File: src/rtl/core/pcm_pkg.sv
package pcm_pkg;

  localparam int unsigned ChanW = 5;
  localparam int unsigned LayerW = 3;
  localparam int unsigned NumLayers = 6;
  localparam int unsigned CfgIdxW = 3;
  localparam int unsigned CfgDataW = 15;
  localparam logic [ChanW-1:0] ChanMax = 5'd31;

  // Configuration register indexes.
  localparam logic [CfgIdxW-1:0] REG_LAYER_MASK = 3'd0;
  localparam logic [CfgIdxW-1:0] REG_USE_SUB = 3'd1;
  localparam logic [CfgIdxW-1:0] REG_MAIN_CLIP = 3'd2;
  localparam logic [CfgIdxW-1:0] REG_SUB_CLIP = 3'd3;
  localparam logic [CfgIdxW-1:0] REG_HALF = 3'd4;
  localparam logic [CfgIdxW-1:0] REG_SUBTRACT = 3'd5;
  localparam logic [CfgIdxW-1:0] REG_FIXED_COLOR = 3'd6;

  typedef enum logic [1:0] {
    MCLIP_ALWAYS_BLACK,
    MCLIP_BLACK_OUTSIDE,
    MCLIP_BLACK_INSIDE,
    MCLIP_NEVER_BLACK
  } main_clip_t;

  typedef enum logic [1:0] {
    SCLIP_NEVER,
    SCLIP_INSIDE,
    SCLIP_OUTSIDE,
    SCLIP_ALWAYS
  } sub_clip_t;

  typedef struct packed {
    logic [NumLayers-1:0] layer_enable_mask;
    logic                 use_subscreen;
    main_clip_t           main_clip_mode;
    sub_clip_t            sub_clip_mode;
    logic                 half_enable;
    logic                 subtract_mode;
    logic [ChanW-1:0]     fixed_red;
    logic [ChanW-1:0]     fixed_green;
    logic [ChanW-1:0]     fixed_blue;
  } cfg_t;

endpackage

File: src/rtl/core/pixel_color_math_blend.sv
// Color math for one composited pixel per clock. An item is taken whenever start
// is high; busy is always low, so one pixel can enter in every cycle. Its result
// appears on out_red, out_green and out_blue with out_strobe high for one cycle,
// once the item has passed the input register and then the blend logic into the
// result register. The receiver cannot stall the block. Configuration registers
// are written through cfg_we, cfg_index and cfg_data and must only change while
// no item is in flight.
module pixel_color_math_blend (
  input  logic                         clk,
  input  logic                         rst_n,
  input  logic                         start,
  output logic                         busy,
  input  logic [4:0]                   in_main_red,
  input  logic [4:0]                   in_main_green,
  input  logic [4:0]                   in_main_blue,
  input  logic [2:0]                   in_main_layer,
  input  logic                         in_sub_valid,
  input  logic [4:0]                   in_sub_red,
  input  logic [4:0]                   in_sub_green,
  input  logic [4:0]                   in_sub_blue,
  input  logic                         in_window_active,
  output logic                         out_strobe,
  output logic [4:0]                   out_red,
  output logic [4:0]                   out_green,
  output logic [4:0]                   out_blue,
  input  logic                         cfg_we,
  input  logic [pcm_pkg::CfgIdxW-1:0]  cfg_index,
  input  logic [pcm_pkg::CfgDataW-1:0] cfg_data
);

  pcm_pkg::cfg_t cfg;

  logic                         accept;
  logic                         in_vld_r;
  logic [pcm_pkg::ChanW-1:0]    main_red_r;
  logic [pcm_pkg::ChanW-1:0]    main_green_r;
  logic [pcm_pkg::ChanW-1:0]    main_blue_r;
  logic [pcm_pkg::LayerW-1:0]   main_layer_r;
  logic                         sub_valid_r;
  logic [pcm_pkg::ChanW-1:0]    sub_red_r;
  logic [pcm_pkg::ChanW-1:0]    sub_green_r;
  logic [pcm_pkg::ChanW-1:0]    sub_blue_r;
  logic                         window_r;

  logic [7:0]                   mask_ext;
  logic                         layer_en;
  logic                         force_black;
  logic                         pass_main;
  logic                         use_sub;
  logic [pcm_pkg::ChanW-1:0]    op_red;
  logic [pcm_pkg::ChanW-1:0]    op_green;
  logic [pcm_pkg::ChanW-1:0]    op_blue;
  logic [pcm_pkg::ChanW-1:0]    blend_red;
  logic [pcm_pkg::ChanW-1:0]    blend_green;
  logic [pcm_pkg::ChanW-1:0]    blend_blue;

  logic                         out_vld_r;
  logic [pcm_pkg::ChanW-1:0]    red_r;
  logic [pcm_pkg::ChanW-1:0]    green_r;
  logic [pcm_pkg::ChanW-1:0]    blue_r;
  logic [pcm_pkg::ChanW-1:0]    red_nxt;
  logic [pcm_pkg::ChanW-1:0]    green_nxt;
  logic [pcm_pkg::ChanW-1:0]    blue_nxt;

  pcm_cfg u_cfg (
    .clk       (clk),
    .rst_n     (rst_n),
    .cfg_we    (cfg_we),
    .cfg_index (cfg_index),
    .cfg_data  (cfg_data),
    .cfg       (cfg)
  );

  assign busy   = 1'b0;
  assign accept = start && !busy;

  always_ff @(posedge clk) begin
    if (!rst_n) begin
      in_vld_r <= 1'b0;
    end else begin
      in_vld_r <= accept;
    end
  end

  always_ff @(posedge clk) begin
    if (accept) begin
      main_red_r   <= in_main_red;
      main_green_r <= in_main_green;
      main_blue_r  <= in_main_blue;
      main_layer_r <= in_main_layer;
      sub_valid_r  <= in_sub_valid;
      sub_red_r    <= in_sub_red;
      sub_green_r  <= in_sub_green;
      sub_blue_r   <= in_sub_blue;
      window_r     <= in_window_active;
    end
  end

  // Layers six and seven have no mask bit and never take part in color math.
  assign mask_ext = {2'b00, cfg.layer_enable_mask};
  assign layer_en = mask_ext[main_layer_r];

  always_comb begin
    force_black = 1'b0;
    pass_main   = 1'b0;
    if (!layer_en) begin
      pass_main = 1'b1;
    end else begin
      case (cfg.main_clip_mode)
        pcm_pkg::MCLIP_ALWAYS_BLACK:  force_black = 1'b1;
        pcm_pkg::MCLIP_BLACK_OUTSIDE: force_black = !window_r;
        pcm_pkg::MCLIP_BLACK_INSIDE:  force_black = window_r;
        default:                      force_black = 1'b0;
      endcase
      if (!force_black) begin
        case (cfg.sub_clip_mode)
          pcm_pkg::SCLIP_NEVER:   pass_main = 1'b1;
          pcm_pkg::SCLIP_INSIDE:  pass_main = !window_r;
          pcm_pkg::SCLIP_OUTSIDE: pass_main = window_r;
          default:                pass_main = 1'b0;
        endcase
      end
    end
  end

  assign use_sub  = cfg.use_subscreen && sub_valid_r;
  assign op_red   = use_sub ? sub_red_r   : cfg.fixed_red;
  assign op_green = use_sub ? sub_green_r : cfg.fixed_green;
  assign op_blue  = use_sub ? sub_blue_r  : cfg.fixed_blue;

  pcm_chan u_chan_red (
    .main_val (main_red_r),
    .op_val   (op_red),
    .subtract (cfg.subtract_mode),
    .half     (cfg.half_enable),
    .result   (blend_red)
  );

  pcm_chan u_chan_green (
    .main_val (main_green_r),
    .op_val   (op_green),
    .subtract (cfg.subtract_mode),
    .half     (cfg.half_enable),
    .result   (blend_green)
  );

  pcm_chan u_chan_blue (
    .main_val (main_blue_r),
    .op_val   (op_blue),
    .subtract (cfg.subtract_mode),
    .half     (cfg.half_enable),
    .result   (blend_blue)
  );

  always_comb begin
    if (force_black) begin
      red_nxt   = '0;
      green_nxt = '0;
      blue_nxt  = '0;
    end else if (pass_main) begin
      red_nxt   = main_red_r;
      green_nxt = main_green_r;
      blue_nxt  = main_blue_r;
    end else begin
      red_nxt   = blend_red;
      green_nxt = blend_green;
      blue_nxt  = blend_blue;
    end
  end

  always_ff @(posedge clk) begin
    if (!rst_n) begin
      out_vld_r <= 1'b0;
    end else begin
      out_vld_r <= in_vld_r;
    end
  end

  always_ff @(posedge clk) begin
    if (in_vld_r) begin
      red_r   <= red_nxt;
      green_r <= green_nxt;
      blue_r  <= blue_nxt;
    end
  end

  assign out_strobe = out_vld_r;
  assign out_red    = red_r;
  assign out_green  = green_r;
  assign out_blue   = blue_r;

  a_stage_follows: assert property (@(posedge clk) disable iff (!rst_n)
    in_vld_r |=> out_strobe)
    else $error("item in the input register produced no result");

  a_no_spurious: assert property (@(posedge clk) disable iff (!rst_n)
    !in_vld_r |=> !out_strobe)
    else $error("result strobe without an item");

  a_black: assert property (@(posedge clk) disable iff (!rst_n)
    in_vld_r && force_black |=> out_red == '0 && out_green == '0 && out_blue == '0)
    else $error("clipped pixel is not black");

  a_pass: assert property (@(posedge clk) disable iff (!rst_n)
    in_vld_r && pass_main |=> out_red == $past(main_red_r) &&
      out_green == $past(main_green_r) && out_blue == $past(main_blue_r))
    else $error("passed pixel differs from main color");

endmodule

File: src/rtl/core/pcm_cfg.sv
module pcm_cfg (
  input  logic                             clk,
  input  logic                             rst_n,
  input  logic                             cfg_we,
  input  logic [pcm_pkg::CfgIdxW-1:0]      cfg_index,
  input  logic [pcm_pkg::CfgDataW-1:0]     cfg_data,
  output pcm_pkg::cfg_t                    cfg
);

  pcm_pkg::cfg_t cfg_r;
  pcm_pkg::cfg_t cfg_nxt;

  always_comb begin
    cfg_nxt = cfg_r;
    if (cfg_we) begin
      unique case (cfg_index)
        pcm_pkg::REG_LAYER_MASK:
          cfg_nxt.layer_enable_mask = cfg_data[pcm_pkg::NumLayers-1:0];
        pcm_pkg::REG_USE_SUB:     cfg_nxt.use_subscreen = cfg_data[0];
        pcm_pkg::REG_MAIN_CLIP:   cfg_nxt.main_clip_mode = pcm_pkg::main_clip_t'(cfg_data[1:0]);
        pcm_pkg::REG_SUB_CLIP:    cfg_nxt.sub_clip_mode = pcm_pkg::sub_clip_t'(cfg_data[1:0]);
        pcm_pkg::REG_HALF:        cfg_nxt.half_enable = cfg_data[0];
        pcm_pkg::REG_SUBTRACT:    cfg_nxt.subtract_mode = cfg_data[0];
        pcm_pkg::REG_FIXED_COLOR: begin
          cfg_nxt.fixed_red   = cfg_data[4:0];
          cfg_nxt.fixed_green = cfg_data[9:5];
          cfg_nxt.fixed_blue  = cfg_data[14:10];
        end
        default: cfg_nxt = cfg_r;
      endcase
    end
  end

  always_ff @(posedge clk) begin
    if (!rst_n) begin
      cfg_r.layer_enable_mask <= '0;
      cfg_r.use_subscreen     <= 1'b0;
      cfg_r.main_clip_mode    <= pcm_pkg::MCLIP_NEVER_BLACK;
      cfg_r.sub_clip_mode     <= pcm_pkg::SCLIP_NEVER;
      cfg_r.half_enable       <= 1'b0;
      cfg_r.subtract_mode     <= 1'b0;
      cfg_r.fixed_red         <= '0;
      cfg_r.fixed_green       <= '0;
      cfg_r.fixed_blue        <= '0;
    end else begin
      cfg_r <= cfg_nxt;
    end
  end

  assign cfg = cfg_r;

endmodule

File: src/rtl/core/pcm_chan.sv
module pcm_chan (
  input  logic [pcm_pkg::ChanW-1:0] main_val,
  input  logic [pcm_pkg::ChanW-1:0] op_val,
  input  logic                      subtract,
  input  logic                      half,
  output logic [pcm_pkg::ChanW-1:0] result
);

  logic [pcm_pkg::ChanW:0] sum;
  logic [pcm_pkg::ChanW:0] diff;
  logic [pcm_pkg::ChanW:0] raw;
  logic [pcm_pkg::ChanW:0] scaled;

  always_comb begin
    sum  = {1'b0, main_val} + {1'b0, op_val};
    diff = {1'b0, main_val} - {1'b0, op_val};
    if (subtract) begin
      raw = (op_val >= main_val) ? '0 : diff;
    end else begin
      raw = sum;
    end
    scaled = half ? (raw >> 1) : raw;
    if (scaled > {1'b0, pcm_pkg::ChanMax}) begin
      result = pcm_pkg::ChanMax;
    end else begin
      result = scaled[pcm_pkg::ChanW-1:0];
    end
  end

endmodule
File: config.mk
export PLATFORM = sky130hd
export DESIGN_NAME = pixel_color_math_blend
export DESIGN_NICKNAME = d
export VERILOG_FILES = /design/src/rtl/core/pcm_pkg.sv /design/src/rtl/core/pixel_color_math_blend.sv /design/src/rtl/core/pcm_cfg.sv /design/src/rtl/core/pcm_chan.sv
export SDC_FILE = /design/constraint.sdc
export NUM_CORES = 1
export LEC_CHECK = 0
export BUFFER_PORTS_ARGS = -buffer_cell sky130_fd_sc_hd__clkbuf_2
export CAP_MARGIN = 20
export CORE_ASPECT_RATIO = 1.5
export CORE_MARGIN = 5
export CORE_UTILIZATION = 30
export DETAILED_ROUTE_END_ITERATION = 10
export PLACE_DENSITY = 0.51
export REMOVE_ABC_BUFFERS = 1
export SLEW_MARGIN = 20
export SYNTH_ARGS = -nofsm -noshare
export SYNTH_HDL_FRONTEND = slang
export SYNTH_SLANG_ARGS = --single-unit
export TNS_END_PERCENT = 10
File: constraint.sdc
create_clock -name clk -period 4.4 [get_ports clk]
set_input_delay 0.88 -clock clk [delete_from_list [all_inputs] [get_ports clk]]
set_output_delay 0.88 -clock clk [all_outputs]
set_load 0.05 [all_outputs]
[After elaboration in Yosys (flattened, before gate mapping)]
Index checks and enable logic that the tools add are counted.
Storage, ports and cells
  memories: 0
  bits in read-only memories: 0
  output and inout port bits: 17
  RAM bits: 0
  input bits: 57
  word-level logic and storage cells: 84
  register bits: 80
  latch bits: 0
Operators by class
  equal/unequal tests: 10
  bitwise gates (word level): 0
  reductions and logical operators: 12
  $lt $le $gt $ge: 7
  div/mod/pow operators: 0
  multipliers: 0
  shift operators: 0
  mux-type cells: 26
  $add $sub $neg: 6
Operator list (count)
  6-bit 2-to-1 mux: 9
  5-bit 2-to-1 mux: 9
  5-bit by 5-bit adder with 6-bit output: 3
  6-bit by 5-bit > comparator with 1-bit output, second input constant: 3
  5-bit by 5-bit subtractor with 6-bit output: 3
  5-bit >= comparator: 3
  2-bit AND reduction: 7
  3-bit equality test, second input constant: 3
  3-bit by 2-bit equality test with 1-bit output, second input constant: 2
  1-bit case mux with 3 select lines: 2
  1-bit 2-to-1 mux: 5
  2-bit by 1-bit equality test with 1-bit output, second input constant: 2
  2-bit equality test, second input constant: 2
  2-bit zero test: 2
  3-bit by 4-bit < comparator with 1-bit output, second input constant: 1
  1-bit binary-select mux with 3-bit select: 1
  3-bit by 1-bit equality test with 1-bit output, second input constant: 1
  3-bit zero test: 1
  1-bit logical AND: 1
  1-bit zero test: 1

[Depth between registers and ports, before layout]
Gate-level depths: netlist of run 1.
  depth in word-level cells: 9
  gate-level depth with buffers: 11

[Cells and area by module]
From an unflattened synthesis of run 1, not the netlist that was laid out.
Unflattened totals
  cells, all modules: 435
  area total of the unflattened synthesis: 4869.7 um^2
Modules (own cells, without submodules)
  pixel_color_math_blend: area each 2179.6 um^2, cells an instance 116, sequential area each 1541.5 um^2, times used 1
  pcm_cfg: area each 1134.8 um^2, cells an instance 116, sequential area each 560.5 um^2, times used 1
  pcm_chan at u_chan_green: area each 519.2 um^2, cells an instance 69, sequential area each 0.0 um^2, times used 1
  pcm_chan at u_chan_blue: area each 518.0 um^2, cells an instance 66, sequential area each 0.0 um^2, times used 1
  pcm_chan at u_chan_red: area each 518.0 um^2, cells an instance 68, sequential area each 0.0 um^2, times used 1

[Least setup slack after synthesis of run 1]
OpenSTA, ideal clock, no wires.
  path kind: register to register
  from: register sub_valid_r
  to: register green_r (netlist bit out_green[0]) (data pin)
  slack: 1.271 ns
  required time: 4.224 ns
  arrival time: 2.953 ns
  stages on the path, launching flop included: 12
  path buffers: 1
  period minus slack after synthesis: 3.129 ns
  cells stage by stage: edfxtp_1 nand2_1 clkbuf_1 mux2_2 ha_1 fa_1 or2_4 a221oi_4 o2111ai_2 o21ai_2 nor3_1 o32ai_1
Between the ends
  word-level cells in the longest chain between the ends: 9
Ends and longest elaborated chain
  start, declared: line pixel_color_math_blend.sv:39  | logic sub_valid_r;
  start signal, assigned: line pixel_color_math_blend.sv:91  | sub_valid_r <= in_sub_valid;
  1-bit logical AND *: line pixel_color_math_blend.sv:126  | assign use_sub = cfg.use_subscreen && sub_valid_r;
  5-bit 2-to-1 mux *: line pixel_color_math_blend.sv:128  | assign op_green = use_sub ? sub_green_r : cfg.fixed_green;
  5-bit by 5-bit subtractor with 6-bit output or 5-bit >= comparator (tied branches): line pcm_chan.sv:16, pcm_chan.sv:18
  6-bit 2-to-1 mux: line pcm_chan.sv:18  | raw = (op_val >= main_val) ? '0 : diff;
  6-bit 2-to-1 mux *: line pcm_chan.sv:17  | if (subtract) begin
  6-bit 2-to-1 mux *: line pcm_chan.sv:22  | scaled = half ? (raw >> 1) : raw;
  6-bit by 5-bit > comparator with 1-bit output: line pcm_chan.sv:23  | if (scaled > {1'b0, pcm_pkg::ChanMax}) begin
  5-bit 2-to-1 mux *: line pcm_chan.sv:23
  5-bit 2-to-1 mux *: line pixel_color_math_blend.sv:160  | end else if (pass_main) begin
  end signal, assigned: line pixel_color_math_blend.sv:182  | green_r <= green_nxt;
  end, declared: line pixel_color_math_blend.sv:59  | logic [pcm_pkg::ChanW-1:0] green_r;
Mark *: on every way between the ends. The rest lies on a longest branch, timed or not.
A chain may end at the register's enable or synchronous reset.

[Final worst setup path of run 1]
Same ends and word-level chain as after synthesis.

==> results of run 1 <==
## power groups by stage
stage          Clock, mW  Sequential (mW)  Combinational [mW]
2_1_floorplan          0            0.904               0.166
3_3_place_gp           0            0.893               0.272
3_5_place_dp           0            0.893               0.275
4_1_cts            0.817            0.877               0.276
5_1_grt            0.846            0.881               0.303
6_report           0.796            0.876               0.273
## cell type report
cell class / instances / area share
clock buffer: 12 / 0.0492
clock inverter: 4 / 0.00896
inverter: 32 / 0.0221
multi-input combinational: 300 / 0.420
sequential: 80 / 0.386
tap: 199 / 0.0457
timing repair buffer: 73 / 0.0676
## per-stage QoR
| stage | hold slack (ns) | total power, mW | util |
|---|---|---|---|
| after floorplan | 0.440 | 1.07 | - |
| after global placement | 0.452 | 1.16 | 0.339 |
| after detailed placement | 0.457 | 1.17 | 0.339 |
| after CTS | 0.467 | 1.97 | 0.360 |
| after global routing | 0.490 | 2.03 | 0.360 |
| final | 0.464 | 1.95 | 0.360 |
## worst paths after layout
path | startpoint | endpoint | depth (start not counted)
min | u_cfg.cfg[4] | u_cfg.cfg[4] | 2
max | sub_valid_r | out_green[0] | 10
max reg2reg | sub_valid_r | out_green[0] | 10
min reg2reg | u_cfg.cfg[4] | u_cfg.cfg[4] | 2
## layer usage
layer	share of wire	up-vias
met5	0	-
met4	0.029	0
met3	0.035	20
met2	0.54	73
met1	0.40	1585
li1	-	1674
## synth_stat cells, types with 5 or more instances
cell type / count / area, sq um
edfxtp_1: 50 / 1500
o32ai_1: 5 / 43.8
a21boi_0: 15 / 113
mux2i_1: 15 / 150
o22ai_1: 7 / 43.8
fa_1: 6 / 120
nor2b_1: 12 / 75.1
nor2_1: 19 / 71.3
dfxtp_1: 30 / 601
inv_1: 32 / 120
nor3_1: 10 / 50.1
o21ai_0: 11 / 55.1
o221ai_1: 5 / 43.8
xnor2_1: 13 / 114
o21bai_1: 8 / 60.1
ha_1: 31 / 388
a21oi_1: 22 / 110
nand2_1: 43 / 161
mux2_2: 15 / 169
clkbuf_1: 6 / 22.5
a21o_1: 5 / 37.5
## registers in the layout, summed over array words and instances (netlist names), 3 cells and up
register	count
sub_red_r	5
out_red	5
u_cfg.cfg	28
main_layer_r	3
sub_blue_r	5
main_green_r	5
out_blue	5
main_blue_r	5
sub_green_r	5
main_red_r	5
out_green	5
## tightest hold or removal path: cells and delay by family (launching register included)
family | cells | cell delay, ns
AO/OA/AOI/OAI | 1 | 0.06
flip-flops | 1 | 0.31
AND/OR/NAND/NOR | 1 | 0.05
## cell families (layout without fill, tap and decap cells)
group,after synthesis,count (layout)
and+or+nand+nor,114,114
AOI/OAI and AO/OA,102,102
DFF,80,80
buffers and inverters,51,121
adders and majority gates,37,37
muxes,30,30
xor gates and xnor gates,16,16
other,1,1
==> flow_summary_export.csv, run 1 <==
group,metric,value,unit
timing,max_slew_margin,0.320,
timing,setup_viol,0,
logic_synthesis,synthMuxAreaShare,0.0686,
timing,max_freq,286,MHz
cells_and_area,multi_input_area,0.00229,sq mm
logic_synthesis,ys_seq_area_frac,0.452,
clock_tree,clkTransAtPathRegs,0.06,ns
global_route,met1_usage,0.136,
global_route,met3_usage,0.0208,
timing,fin_crit,3.50,ns
global_route,grt_pass1_wl,18300,um
cells_and_area,drive_gt1_frac,0.232,
clock_tree,cts.sinks,80,
pwr,total_leakage_power,2.18,nW
place,place.port_buffers,72,
floorplan,core-area,0.0151,sq mm
detailed_routing,routed_wl,11600,um
logic_synthesis,synth_area,0.00465,sq mm
clock_tree,cts_buffers,9,
place,post-place-cells,684,
critical_path,max_stage_delay,0.61,ns
cells_and_area,seq_area,0.00210,sq mm
clock_tree,cts_resized,0,
clock_tree,clk-insertion-delay-late,0.34,ns
detailed_routing,final_antenna_net_count,0,
logic_synthesis,async_flop_share,0,
critical_path,crit_path_max_fanout,15,
pwr,sw_frac_of_total,0.256,
cells_and_area,nFillCells,1567,
detailed_routing,drt-initial-drc-count,117,
critical_path,critPathLaunchType,"flip-flop",
logic_synthesis,synth.avg_cell_area,10.8,sq um
floorplan,boundaryPins,74,
pwr,cellPowerDensity,357,mW/mm^2
floorplan,start_util,0.307,
timing,fin_tns_setup,0,ns
timing,rsz0062_at_grt,"no",
global_route,grt_use_met2,0.248,
clock_tree,cts_buffer_depth,2,
logic_synthesis,ys_seq_elements,80,
cells_and_area,layout_commonest_cell,"clkbuf_2",
place,pre_cts_slack,0.926,ns
cells_and_area,stdcell_count,700,
place,dp_hpwl,8860,um
cells_and_area,post-route-cell-area,0.00545,sq mm
critical_path,path_cells,"nand2_1, mux2_2, ha_1, fa_1, or2_4, a221oi_4, o2111ai_2, o21ai_2, nor3_1, o32ai_1",
critical_path,cp_data_required_time,4.56,ns
detailed_routing,post_drt_wl_per_cell,16.6,um
floorplan,die_y,162,um
critical_path,critPathTopFamily,"simple AND/OR/NAND/NOR gates",
critical_path,regToRegSetupSlack,0.90,ns
timing,layout_worst_path_cycle_share,0.795,
place,globalplace.congestion,0.847,
logic_synthesis,postSynthCellCount,431,
flow_run,drv_cap,0,
clock_tree,holdBufCountCts,0,
logic_synthesis,ys_types,59,
logic_synthesis,synth_top_family_by_area,"compound AO/OA/AOI/OAI gates",
clock_tree,cts_max_level,3,
hold_path,hold_path_class,"reg2reg",
global_route,grt_start_max_net_pins,37,
timing,final.setup_skew,0.00357,ns
logic_synthesis,synth_xor_area_frac,0.0301,
clock_tree,postCtsSetupRepairBufs,0,
critical_path,cp_slowest_cell,"nand2_1",
cells_and_area,layout_common_cells,"clkbuf_2, edfxtp_1, nand2_1",
timing,drv_slew,0,
timing,finalWorstSetupSlack,0.901,ns
floorplan,die_area,0.0181,sq mm
detailed_routing,drc,0,
pwr,clockPowerShare,0.409,
logic_synthesis,yosysWarnings,0,
logic_synthesis,synth_fa_ha_area_frac,0.109,
floorplan,die_x,112,um
logic_synthesis,synth_edf_count,50,
logic_synthesis,synth_ff_type,"edfxtp_1",
floorplan,num_rows,55,
global_route,grt_busiest_layer,"met2",
pwr,ir_worst_vdd,0.000222,V
logic_synthesis,yosys.area_share.simple,0.125,
global_route,grt-ovfl-total,0,
pwr,p_switching,0.499,mW
clock_tree,cts_tree,"yes",
global_route,antenna_found_initial,0,
detailed_routing,vias_per_cell,4.79,
pwr,p_seq_frac,0.450,
pwr,p_comb_frac,0.141,
pwr,cellInternalPower,1.45,mW
logic_synthesis,synth_compound_area_frac,0.158,
timing,final-hold-violation-count,0,
clock_tree,root_buffer,"clkbuf_16",
cells_and_area,diodes,0,
critical_path,cp_num_buf_inv,0,
detailed_routing,firstDrtPassIters,4,
critical_path,cp.arrival,3.66,ns
global_route,grt_pass1_vias,3641,
place,place_area,0.00513,sq mm
detailed_routing,vias,3352,
cells_and_area,fin_nets,590,
timing,worstMarginPinSlew,1.02,ns
global_route,grt_usage,0.129,
status,status,"complete, no violations",
cells_and_area,syn2layout_area_growth,17.1,%
critical_path,critical_path.endpoint_type,"flip-flop",
critical_path,crit_type,"reg2reg",
Power figures use the tool's default switching activity.
==> run 2: changes to the inputs <==
clock period = 3.5 ns   (was 4.4 ns; I/O delays follow)
==> run 2 against run 1 <==
  * Via count increased by 1.9%
  * Utilization about the same
  * Power increased by 20%
  * Cell count increased by 0.86%
  * Design area about the same
  * Hold slack improved by 0.00051 ns
  * Count of clock-buffer cells in the layout increased by 1
  * Register-to-register slack got worse by 0.55 ns
  * Routed wire length increased by 1.6%
  * Setup slack got worse by 0.55 ns
  * Sequential power increased by 26%
  * Largest power group unchanged
==> flow_summary_export.csv, run 2 (synthesis results as in run 1) <==
group,metric,value,unit
critical_path,cp.arrival,3.30,ns
clock_tree,postCtsSetupRepairBufs,0,
clock_tree,root_buffer,"clkbuf_16",
global_route,grt_pass1_wl,18900,um
critical_path,crit_type,"reg2reg",
timing,final.setup_skew,0.00672,ns
cells_and_area,layout_commonest_cell,"clkbuf_2",
cells_and_area,post-route-util,0.360,
pwr,clockPowerShare,0.378,
cells_and_area,fin_nets,596,
clock_tree,clkTransAtPathRegs,0.06,ns
critical_path,critPathTopFamily,"compound AO/OA/AOI/OAI gates",
detailed_routing,firstDrtPassIters,4,
global_route,grt-ovfl-total,0,
timing,whs,0.465,ns
detailed_routing,final_antenna_net_count,0,
critical_path,crit_end,"out_green[1]",
critical_path,crit_path_max_fanout,8,
floorplan,die_x,112,um
critical_path,critPathLaunch,"sub_valid_r",
global_route,grt_start_max_net_pins,37,
clock_tree,cts.sinks,80,
pwr,p_switching,0.607,mW
timing,worstMarginPinSlew,1.00,ns
cells_and_area,stdcell_count,706,
timing,max_freq,317,MHz
floorplan,num_rows,55,
timing,setup_viol,0,
flow_run,drv_cap,0,
critical_path,cp_slowest_cell,"fa_1",
critical_path,r2r_start,"sub_valid_r",
detailed_routing,vias,3416,
floorplan,core-area,0.0151,sq mm
pwr,p_seq_frac,0.472,
cells_and_area,drive_gt1_frac,0.237,
place,globalplace.congestion,0.870,
detailed_routing,drc,0,
critical_path,r2r-end,"out_green[1]",
floorplan,start_util,0.307,
floorplan,die_area,0.0181,sq mm
clock_tree,clk-insertion-delay-late,0.34,ns
pwr,sw_frac_of_total,0.261,
detailed_routing,vias_per_cell,4.84,
global_route,grt_usage,0.133,
cells_and_area,diodes,0,
detailed_routing,routed_wl,11800,um
clock_tree,holdBufCountCts,0,
timing,final-hold-violation-count,0,
timing,fin_tns_setup,0,ns
clock_tree,cts_buffers,9,
global_route,grt_pass1_vias,3669,
critical_path,regToRegSetupSlack,0.35,ns
pwr,p_comb_frac,0.149,
status,status,"complete, no violations",
place,post-place-cells,690,
critical_path,cp_data_required_time,3.65,ns
detailed_routing,drt-initial-drc-count,162,
floorplan,die_y,162,um
critical_path,critical_path.endpoint_type,"flip-flop",
global_route,antenna_found_initial,0,
timing,fin_crit,3.15,ns
critical_path,cp_num_buf_inv,1,
cells_and_area,layout_common_cells,"clkbuf_2, edfxtp_1, nand2_1",
critical_path,r2r_cells,10,
pwr,cellInternalPower,1.72,mW
pwr,ir_worst_vdd,0.000231,V
hold_path,hold_path_class,"reg2reg",
floorplan,boundaryPins,74,
detailed_routing,post_drt_wl_per_cell,16.7,um
critical_path,crit_cells,10,
clock_tree,cts_max_level,3,
place,place.port_buffers,72,
timing,max_slew_margin,0.334,
place,dp_hpwl,9190,um
clock_tree,cts_resized,0,
timing,rsz0062_at_grt,"no",
critical_path,critPathLaunchType,"flip-flop",
timing,drv_slew,0,
pwr,cellPowerDensity,428,mW/mm^2
cells_and_area,syn2layout_area_growth,17.2,%
clock_tree,cts_tree,"yes",
critical_path,max_stage_delay,0.45,ns
clock_tree,cts_buffer_depth,2,
cells_and_area,largest_reg_flops,28,
timing,layout_worst_path_cycle_share,0.901,
pwr,total_leakage_power,2.20,nW
critical_path,path_cells,"nand2_1, buf_4, mux2_2, fa_1, or2_4, a221oi_4, o2111ai_2, o21ai_2, nor3_1, o32ai_1",
cells_and_area,nFillCells,1574,
run 2: changes by cell type in the layout (fill, tap and decap cells not counted):
cell | before | now
clkbuf_8 | 1 | 2
clkinvlp_4 | 1 | 0
clkbuf_1 | 1 | 2
buf_4 | 1 | 7
nor2_2 | 1 | 0
bufinv_16 | 1 | 0
clkbuf_16 | 10 | 9
clkinv_2 | 1 | 2
nor2_1 | 18 | 19
run 2: layout make-up:
| cell class | count | area, sq um | share of cell area |
|---|---|---|---|
| well taps | 199 | 249 | 0.0457 |
| multi-input cells | 300 | 2290 | 0.420 |
| clock buffers | 13 | 260 | 0.0478 |
| repair buffers | 79 | 413 | 0.0758 |
| inverters | 32 | 120 | 0.0220 |
| flip-flops and latches | 80 | 2100 | 0.386 |
| clock inverters | 3 | 16.3 | 0.00299 |
run 2: per-layer routing:
metal | global-route usage | wire [um]
met1 | 0.140 | 4590
met2 | 0.250 | 6400
met3 | 0.0257 | 416
met4 | 0.0636 | 368
met5 | 0 | 0
run 2: per-stage QoR:
step	cell area, sq um	power [mW]	setup WS (ns)
after floorplan	4510	1.34	0.518
after global placement	5170	1.47	0.415
after detailed placement	5170	1.47	0.333
after CTS	5450	2.36	0.315
after global routing	5450	2.44	0.00716
final	5450	2.33	0.347
run 2: power by group through the flow:
stage          combinational [mW]  clock, mW  sequential, mW
5_1_grt                     0.388      0.947            1.11
6_report                    0.348      0.882            1.10
3_3_place_gp                0.348          0            1.12
3_5_place_dp                0.351          0            1.12
4_1_cts                     0.352      0.908            1.10
2_1_floorplan               0.208          0            1.14
run 2: worst min-delay path by stage:
stage / from / to / slack (ns) / depth (start not counted)
2_1_floorplan: u_cfg.cfg[0] / u_cfg.cfg[0] / 0.44 / 2
3_5_place_dp: u_cfg.cfg[4] / u_cfg.cfg[4] / 0.46 / 2
5_1_grt: u_cfg.cfg[8] / u_cfg.cfg[8] / 0.49 / 2
6_report: u_cfg.cfg[4] / u_cfg.cfg[4] / 0.46 / 2
4_1_cts: u_cfg.cfg[4] / u_cfg.cfg[4] / 0.47 / 2
3_3_place_gp: u_cfg.cfg[4] / u_cfg.cfg[4] / 0.45 / 2
run 2: worst register-to-register path, cell delays in order, from the launching register on:
cell       delay, ns
edfxtp_1        0.35
nand2_1         0.29
buf_4           0.21
mux2_2          0.39
fa_1            0.45
or2_4           0.26
a221oi_4        0.29
o2111ai_2       0.18
o21ai_2         0.15
nor3_1          0.09
o32ai_1         0.31
